## src/design/cbse_pkg.sv

```systemverilog
// Package with the shared types and constants of the cubic Bezier spline evaluator.
package cbse_pkg;

	localparam int MaxSegments = 64;
	localparam int SegW = $clog2(MaxSegments);
	localparam int CountW = 7;
	localparam int CoordW = 24;
	localparam int DerivW = 32;
	localparam int TW = 17;
	localparam int FracW = 16;
	localparam logic [TW-1:0] TOne = 17'h10000;

	typedef enum logic [1:0] {
		ST_OK = 2'd0,
		ST_T_RANGE = 2'd1,
		ST_EMPTY = 2'd2
	} status_t;

	localparam logic REQ_WRITE = 1'b0;
	localparam logic REQ_EVAL = 1'b1;

	typedef struct packed {
		logic req_type;
		logic [5:0] segment_index;
		logic [1:0] point_index;
		logic signed [CoordW-1:0] coord_x;
		logic signed [CoordW-1:0] coord_y;
		logic [TW-1:0] t_param;
	} req_t;

	typedef struct packed {
		logic [1:0] status;
		logic [5:0] segment_used;
		logic signed [CoordW-1:0] pos_x;
		logic signed [CoordW-1:0] pos_y;
		logic signed [DerivW-1:0] tangent_x;
		logic signed [DerivW-1:0] tangent_y;
		logic signed [DerivW-1:0] accel_x;
		logic signed [DerivW-1:0] accel_y;
	} resp_t;

	// Classified job passed from the front part to the back part.
	typedef struct packed {
		logic eval;
		status_t status;
		logic [SegW-1:0] seg;
		logic [FracW:0] lt;
	} job_t;

endpackage

```

## src/design/cbse_front.sv

```systemverilog
// Front part: accepts transactions, registers point writes and classifies evaluations.
module cbse_front import cbse_pkg::*; (
	input logic clk,
	input logic arst_n,
	input logic [CountW-1:0] seg_count,
	input logic in_valid,
	output logic in_ready,
	input req_t in_data,
	input logic q_ready,
	output logic q_valid,
	output job_t q_job,
	output logic [SegW-1:0] rd_seg,
	output logic [1:0] wr_pt,
	output logic [2*CoordW-1:0] wr_data
);
	logic valid_s1, adv;
	logic [CountW-1:0] n_s1;
	logic [TW-1:0] t_s1;
	logic eval_s1;
	logic [SegW-1:0] wseg_s1;
	logic [1:0] wpt_s1;
	logic [2*CoordW-1:0] wdata_s1;
	logic [TW+CountW-1:0] scaled;
	logic [CountW-1:0] n_clamp;
	logic [TW+CountW-FracW-1:0] idx_raw;
	logic [SegW-1:0] idx;
	logic [FracW:0] lt;

	assign in_ready = !valid_s1 || q_ready;
	assign adv = in_valid && in_ready;

	assign n_clamp = (seg_count > CountW'(MaxSegments)) ? CountW'(MaxSegments) : seg_count;

	// Stage one registers the request.
	always_ff @(posedge clk or negedge arst_n) begin
		if (!arst_n) begin
			valid_s1 <= 1'b0;
		end else if (in_ready) begin
			valid_s1 <= in_valid;
		end
	end
	always_ff @(posedge clk) begin
		if (adv) begin
			n_s1 <= n_clamp;
			t_s1 <= in_data.t_param;
			eval_s1 <= in_data.req_type;
			wseg_s1 <= in_data.segment_index[SegW-1:0];
			wpt_s1 <= in_data.point_index;
			wdata_s1 <= {in_data.coord_y, in_data.coord_x};
		end
	end

	// Split t times the count into a segment and a local t.
	always_comb begin
		scaled = TW'(t_s1) * n_s1;
		idx_raw = scaled[TW+CountW-1:FracW];
		if (n_s1 != '0 && idx_raw >= (TW+CountW-FracW)'(n_s1))
			idx = SegW'(n_s1 - 1'b1);
		else
			idx = idx_raw[SegW-1:0];
		lt = (FracW+1)'(scaled - ((TW+CountW)'(idx) << FracW));
	end

	// Point writes travel with their transaction so that the store sees them in order.
	assign rd_seg = eval_s1 ? idx : wseg_s1;
	assign wr_pt = wpt_s1;
	assign wr_data = wdata_s1;
	assign q_valid = valid_s1;
	always_comb begin
		q_job.eval = eval_s1;
		q_job.seg = idx;
		q_job.lt = lt;
		if (!eval_s1) q_job.status = ST_OK;
		else if (t_s1 > TOne) q_job.status = ST_T_RANGE;
		else if (n_s1 == '0) q_job.status = ST_EMPTY;
		else q_job.status = ST_OK;
	end
endmodule

```

## config.mk

```make
export PLATFORM = sky130hd
export DESIGN_NAME = cbse_front
export DESIGN_NICKNAME = d
export VERILOG_FILES = /design/src/design/cbse_pkg.sv /design/src/design/cbse_front.sv
export SDC_FILE = /design/constraint.sdc
export NUM_CORES = 1
export LEC_CHECK = 0
export BUFFER_PORTS_ARGS = -buffer_cell sky130_fd_sc_hd__clkbuf_2
export CORE_UTILIZATION = 59
export DETAILED_ROUTE_END_ITERATION = 6
export PLACE_DENSITY = 0.87
export SETUP_SLACK_MARGIN = 0.5
export SLEW_MARGIN = 25
export SYNTH_ARGS = -nofsm -noshare
export SYNTH_HDL_FRONTEND = slang
export SYNTH_SLANG_ARGS = --single-unit
```

## constraint.sdc

```tcl
create_clock -name clk -period 15.8 [get_ports clk]
set_input_delay 0.79 -clock clk [delete_from_list [all_inputs] [get_ports clk]]
set_output_delay 0.79 -clock clk [all_outputs]
set_load 0.02 [all_outputs]
```

# ---- Word level (Yosys, flattened, before mapping)
# Index checks and enable logic that the tools add are counted.
dict set report classes {
  magnitude_cmp 3
  n_addsub 2
  reduce_logical 6
  mul 1
  muxes 5
}
# operator n
set ops {}
lappend ops {{$mul A17 B7 Y24} 1}
lappend ops {{$gt A17 B17 Y1 const B} 1}
lappend ops {{$sub A17 B17 Y17} 1}
lappend ops {{$mux W6} 2}
lappend ops {{$ge A8 B7 Y1} 1}
lappend ops {{$gt A7 B7 Y1 const B} 1}
lappend ops {{$logic_not A7 Y1} 1}
lappend ops {{$reduce_bool A7 Y1} 1}
lappend ops {{$mux W2} 3}
lappend ops {{$sub A6 B1 Y6 const B} 1}
lappend ops {{$logic_and A1 B1 Y1} 2}
lappend ops {{$logic_not A1 Y1} 1}
lappend ops {{$logic_or A1 B1 Y1} 1}
dict set report word_totals {
  out_inout_bits 84
  ff_bits 82
}

# ---- Logic depth before layout (Yosys ltp)
dict set report depth {
  word_depth 5
  depth_mapped 29
}

# ---- Least setup slack after synthesis
# Ideal clock, no wire load.
dict set report synth_path {
  kind {reg-to-output}
  startpoint {reg n_s1[5]}
  endpoint {out rd_seg[2]}
  t_required_ns 15.010
  t_arrival_ns 6.804
  setup_slack_ns 8.206
  stages_incl_launch_ff 25
  path_cell_list {edfxtp_1 -> clkbuf_1 -> clkbuf_1 -> and2_1 -> fa_1 -> fa_1 -> fa_1 -> inv_1 -> fa_1 -> inv_1 -> ha_1 -> and2_1 -> a32oi_1 -> o211ai_1 -> a311o_1 -> o31ai_2 -> xnor2_1 -> ha_1 -> a21o_1 -> a31oi_1 -> o21ai_0 -> or4_4 -> nand2_1 -> nor3_1 -> o31ai_1}
}
dict set report synth_between {
  elab_chain_len 5
  elab_cells_between_ends 6
}
# element line
set synth_rtl {}
lappend synth_rtl {{from (decl)} cbse_front.sv:17} ;# logic [CountW-1:0] n_s1;
lappend synth_rtl {{from (signal assigned)} cbse_front.sv:44} ;# n_s1 <= n_clamp;
lappend synth_rtl {{$mul A17 B7 Y24} cbse_front.sv:55} ;# scaled = TW'(t_s1) * n_s1;
lappend synth_rtl {{$ge A8 B7 Y1} cbse_front.sv:57} ;# if (n_s1 != '0 && idx_raw >= (TW+CountW-FracW)'(n_s1))
lappend synth_rtl {{$logic_and A1 B1 Y1} cbse_front.sv:57}
lappend synth_rtl {{$mux W6 (*)} cbse_front.sv:57}
lappend synth_rtl {{$mux W6 (*)} cbse_front.sv:65} ;# assign rd_seg = eval_s1 ? idx : wseg_s1;
lappend synth_rtl {{to (decl)} cbse_front.sv:12} ;# output logic [SegW-1:0] rd_seg,
# Mark *: on every way between the ends. The rest lies on a longest branch, timed or not.

# ---- Worst setup path after layout
dict set report layout_path {
  startpoint {reg n_s1[4]}
  endpoint {out rd_seg[1]}
}
# Same word-level chain as after synthesis.

==> Flow_metrics.wiki <==
{| class="wikitable"
! Metric !! Value
|-
| Count of final setup violators || 0
|-
| # Max-Cap Violations || 0
|-
| Nature of the critical path endpoint || output port
|-
| Cells along the critical path || and2_1 > fa_1 > fa_1 > fa_1 > inv_1 > fa_1 > inv_1 > ha_1 > and2_1 > a32oi_1 > o211ai_1 > a311o_1 > o31ai_2 > xnor2_1 > ha_1 > a21o_1 > a31oi_1 > o21ai_0 > or4_4 > nand2_1 > o21ai_0 > a31oi_1 > clkbuf_2
|-
| Crit share post-route || 0.534
|-
| Die outline area || 12000 µm²
|-
| Endpoint arrival time on the critical path || 7650 ps
|-
| Number of buffers added by the clock tree synthesis step || 9
|-
| Wire length per cell after detailed routing || 19.2 µm
|-
| Distinct cells, synth || between 40 and 50
|-
| Routability congestion estimate || between 0.9 and 1
|-
| DR pass1 iterations || 5
|-
| Clock transition at the register clock pins on the worst setup and hold paths after CTS || 60 ps
|-
| Top FF cell, synth || sky130_fd_sc_hd__edfxtp_1
|-
| # clock sinks || 82
|-
| Core area || roughly 11000 µm²
|-
| Max-slew violation count || 0
|-
| Number of gates given a new drive strength after cts || 0
|-
| Post-synthesis share of cell area spent on and, or, nand and nor gates || 0.160
|-
| Worst slew pin tran || 996 ps
|-
| Arithmetic-cell share of the synthesized area counting full adders, half adders and majority gates || 0.308
|-
| Hold violation count in the final report || 0
|-
| Nets || 998
|-
| Fraction of synthesized cell area in xor and xnor cells || 0.0281
|-
| Share of synthesized flip-flops with an asynchronous set or reset || 0.0122
|-
| Crit path largest cell delay || 800 ps
|-
| Leakage power summed over all cells || ~3.9 nW
|-
| Cells after synthesis || 627
|-
| Via count of the first global-routing pass || 5928
|-
| Clk_skew || 3.33 ps
|-
| DRT Wirelength || 18000 µm
|-
| Most Frequent Cell on Critical Path || sky130_fd_sc_hd__fa_1
|-
| Number of nets with antenna violations after routing || 0
|-
| Die W || 110 µm
|-
| Fraction of layout instances using a drive strength above 1 || 0.252
|-
| Cell type with the largest total area after synthesis || sky130_fd_sc_hd__edfxtp_1
|-
| Wire length of the first global-routing pass || 28100 µm
|-
| Area contributors post-synth || sky130_fd_sc_hd__edfxtp_1 36%, sky130_fd_sc_hd__fa_1 22%, sky130_fd_sc_hd__ha_1 9.1%
|-
| Std cell rows || 38
|-
| Count of synthesis-stage warnings from yosys || 0
|-
| Iteration-0 DRC count of the detailed router || around 430
|-
| Antenna violations before repair || 0
|-
| Post-Syn Area || about 6900 µm²
|-
| Pin count of the biggest net entering global routing || slightly above 80
|-
| Multiplexer share of the synthesized area || 0
|-
| Effective utilization at floorplan || 0.618
|-
| Number of placed I/O pins || 169
|-
| Register bit count reported by yosys || 82
|-
| Crit path launch type || flip-flop
|-
| Sum of net half-perimeters after detailed placement || 13600 µm
|-
| Number of nets produced by synthesis || 836
|-
| Peak supply drop || 0.204 mV
|-
| Path type of the worst setup path || reg -> out
|-
| Reg2reg path depth || 2
|-
| Sequential cell area fraction in the yosys report || 0.359
|-
| Reg2reg end || t_s1[14]
|-
| Mapped Avg Cell Area || 10.9 µm²
|-
| Worst-skew pair later-pin latency || 340 ps
|-
| Clock Path Buffers || 2
|-
| H-tree Lvls || 3
|-
| Clock tree root driver cell || sky130_fd_sc_hd__clkbuf_16
|-
| Via density per instance || 5.82
|-
| Data required time of the critical path || 15010 ps
|-
| Class of the worst hold path || in -> async
|-
| F_max || 118 MHz
|-
| Clock tree from TritonCTS || yes
|-
| Slowest cell on the critical path || sky130_fd_sc_hd__edfxtp_1
|-
| Launch point of the worst reg-to-reg path || q_valid
|-
| Max-slew headroom || 0.336
|-
| # diodes || 0
|-
| Largest fanout on the critical path || 20
|-
| Count of flip-flops with a built-in enable after synthesis || 81
|-
| Unrepaired setup endpoints after global routing || false
|-
| Outcome || finished clean
|-
| Pwr per Cell Area || 164 nW/µm²
|-
| Slack of the worst reg-to-reg path || around 14000 ps
|-
| Number of setup buffers added after CTS || 0
|-
| Vert. Die Dim || roughly 110 µm
|-
| DR vias || 5440
|-
| Number of port buffers || 168
|-
| Top cell type's share of synthesized area || 0.355
|-
| Combinational family with the most area after synthesis || adder cells
|-
| Total congestion overflow after global routing || 0
|-
| Overall track demand over capacity in global routing || 0.321
|-
| Setup TNS || 0 ps
|-
| Filler cell count || approximately 730
|-
| Count of hold buffers inserted by post-cts repair || 0
|-
| Compound-Gate Fraction of Synth Area || 0.0884
|-
| Residual DRC || 0
|-
| Layout area overhead || 18.4%
|-
| Post-layout min period || 8440 ps
|-
| Total power of the final layout || between 1 and 1.5 mW
|}
## cells in the final DEF, fill, tap and decap left out, drive strengths merged, types with 4 or more instances in the layout
cell,Yosys,layout
xor2,8,8
nor3,8,8
nand2,59,59
o21a,4,4
nor2,21,21
a21o,6,6
xnor2,14,14
inv,84,85
ha,50,50
nor2b,9,9
clkbuf,15,177
a21oi,34,34
edfxtp,81,81
nand3,7,7
o21ai,20,20
o31ai,5,5
fa,74,74
and2,84,84
nor4,6,6
clkinv,1,4
## flip-flops by register name (all words and copies together) (netlist names)
register  count
wr_data      48
n_s1          7
wr_pt         2
eval_s1       1
q_valid       1
wseg_s1       6
t_s1         17
## cells by family (layout without fill, tap and decap cells)
group	Yosys count	in the layout
compound gates	90	90
xor+xnor	22	22
fa+ha+maj	124	124
buf+inv	102	269
flops	82	82
simple gates	207	207
## cell type report
class / instances / area (µm²) / share of cell area
Sequential cell: 82 / 2460 / 0.303
Inverter: 85 / 319 / 0.0393
Multi-Input combinational cell: 443 / 4000 / 0.493
Tap cell: 140 / 175 / 0.0216
Clock buffer: 9 / 225 / 0.0278
Timing Repair Buffer: 168 / 841 / 0.104
Clock inverter: 7 / 92.6 / 0.0114
## layer usage
layer	vias to the layer above	share of wire	GRT usage	routed length, µm
met4	0	0.062	0.227	1120
met2	334	0.51	0.579	9150
met1	2600	0.35	0.326	6230
met3	95	0.081	0.0747	1460
li1	2411	-	-	-
met5	-	0	0	0
## worst max path at each step
stage | end | slack [ps] | from | cells past startpoint
global route | rd_seg[1] | 6900 | n_s1[4] | 23
global placement | rd_seg[1] | 7990 | n_s1[5] | 23
floorplan | rd_seg[2] | 8210 | n_s1[5] | 24
detailed placement | rd_seg[1] | 7810 | n_s1[6] | 23
finish | rd_seg[1] | 7360 | n_s1[4] | 23
CTS | rd_seg[1] | 7430 | n_s1[5] | 23
## worst max-delay path, delay by kind of cell, from the launching register on
kind / cells / cell delay [ps]
fa+ha+maj: 6 / 2720
compound gates: 9 / 2040
simple gates: 4 / 1210
flops: 1 / 800
buf+inv: 3 / 310
xor+xnor: 1 / 220
## synth_stat cells (all sizes together), types with 2 or more instances
| cell type | count |
|---|---|
| o31ai | 5 |
| edfxtp | 81 |
| o21a | 4 |
| or3 | 2 |
| nand2 | 59 |
| o21ai | 20 |
| a31oi | 3 |
| o211a | 2 |
| nor2b | 9 |
| clkbuf | 15 |
| or4 | 2 |
| a21oi | 34 |
| fa | 74 |
| and3 | 2 |
| nor3 | 8 |
| nand3 | 7 |
| a211oi | 3 |
| o211ai | 3 |
| ha | 50 |
| nand2b | 3 |
| inv | 84 |
| and2 | 84 |
| buf | 2 |
| nor2 | 21 |
| a21o | 6 |
| xnor2 | 14 |
| a21bo | 2 |
| o21bai | 2 |
| xor2 | 8 |
| nand4 | 2 |
| nor4 | 6 |
## power breakdown
group | switching [mW] | total, mW | internal [mW]
logic | 0.535 | 0.844 | 0.310
clock network | 0.0816 | 0.219 | 0.138
registers | 0.0138 | 0.268 | 0.254
## stage by stage
step	utilization	setup slack (ps)	hold slack, ps	cells	instance area [µm²]
3_5_place_dp	0.704	7810	535	918	7790
6_report	0.732	7360	214	934	8110
5_1_grt	0.732	6900	207	934	8110
4_1_cts	0.732	7430	208	934	8110
3_3_place_gp	0.704	7990	513	918	7790
2_1_floorplan	-	8210	494	627	6850
Note: power is estimated with default switching activity, not from simulation.
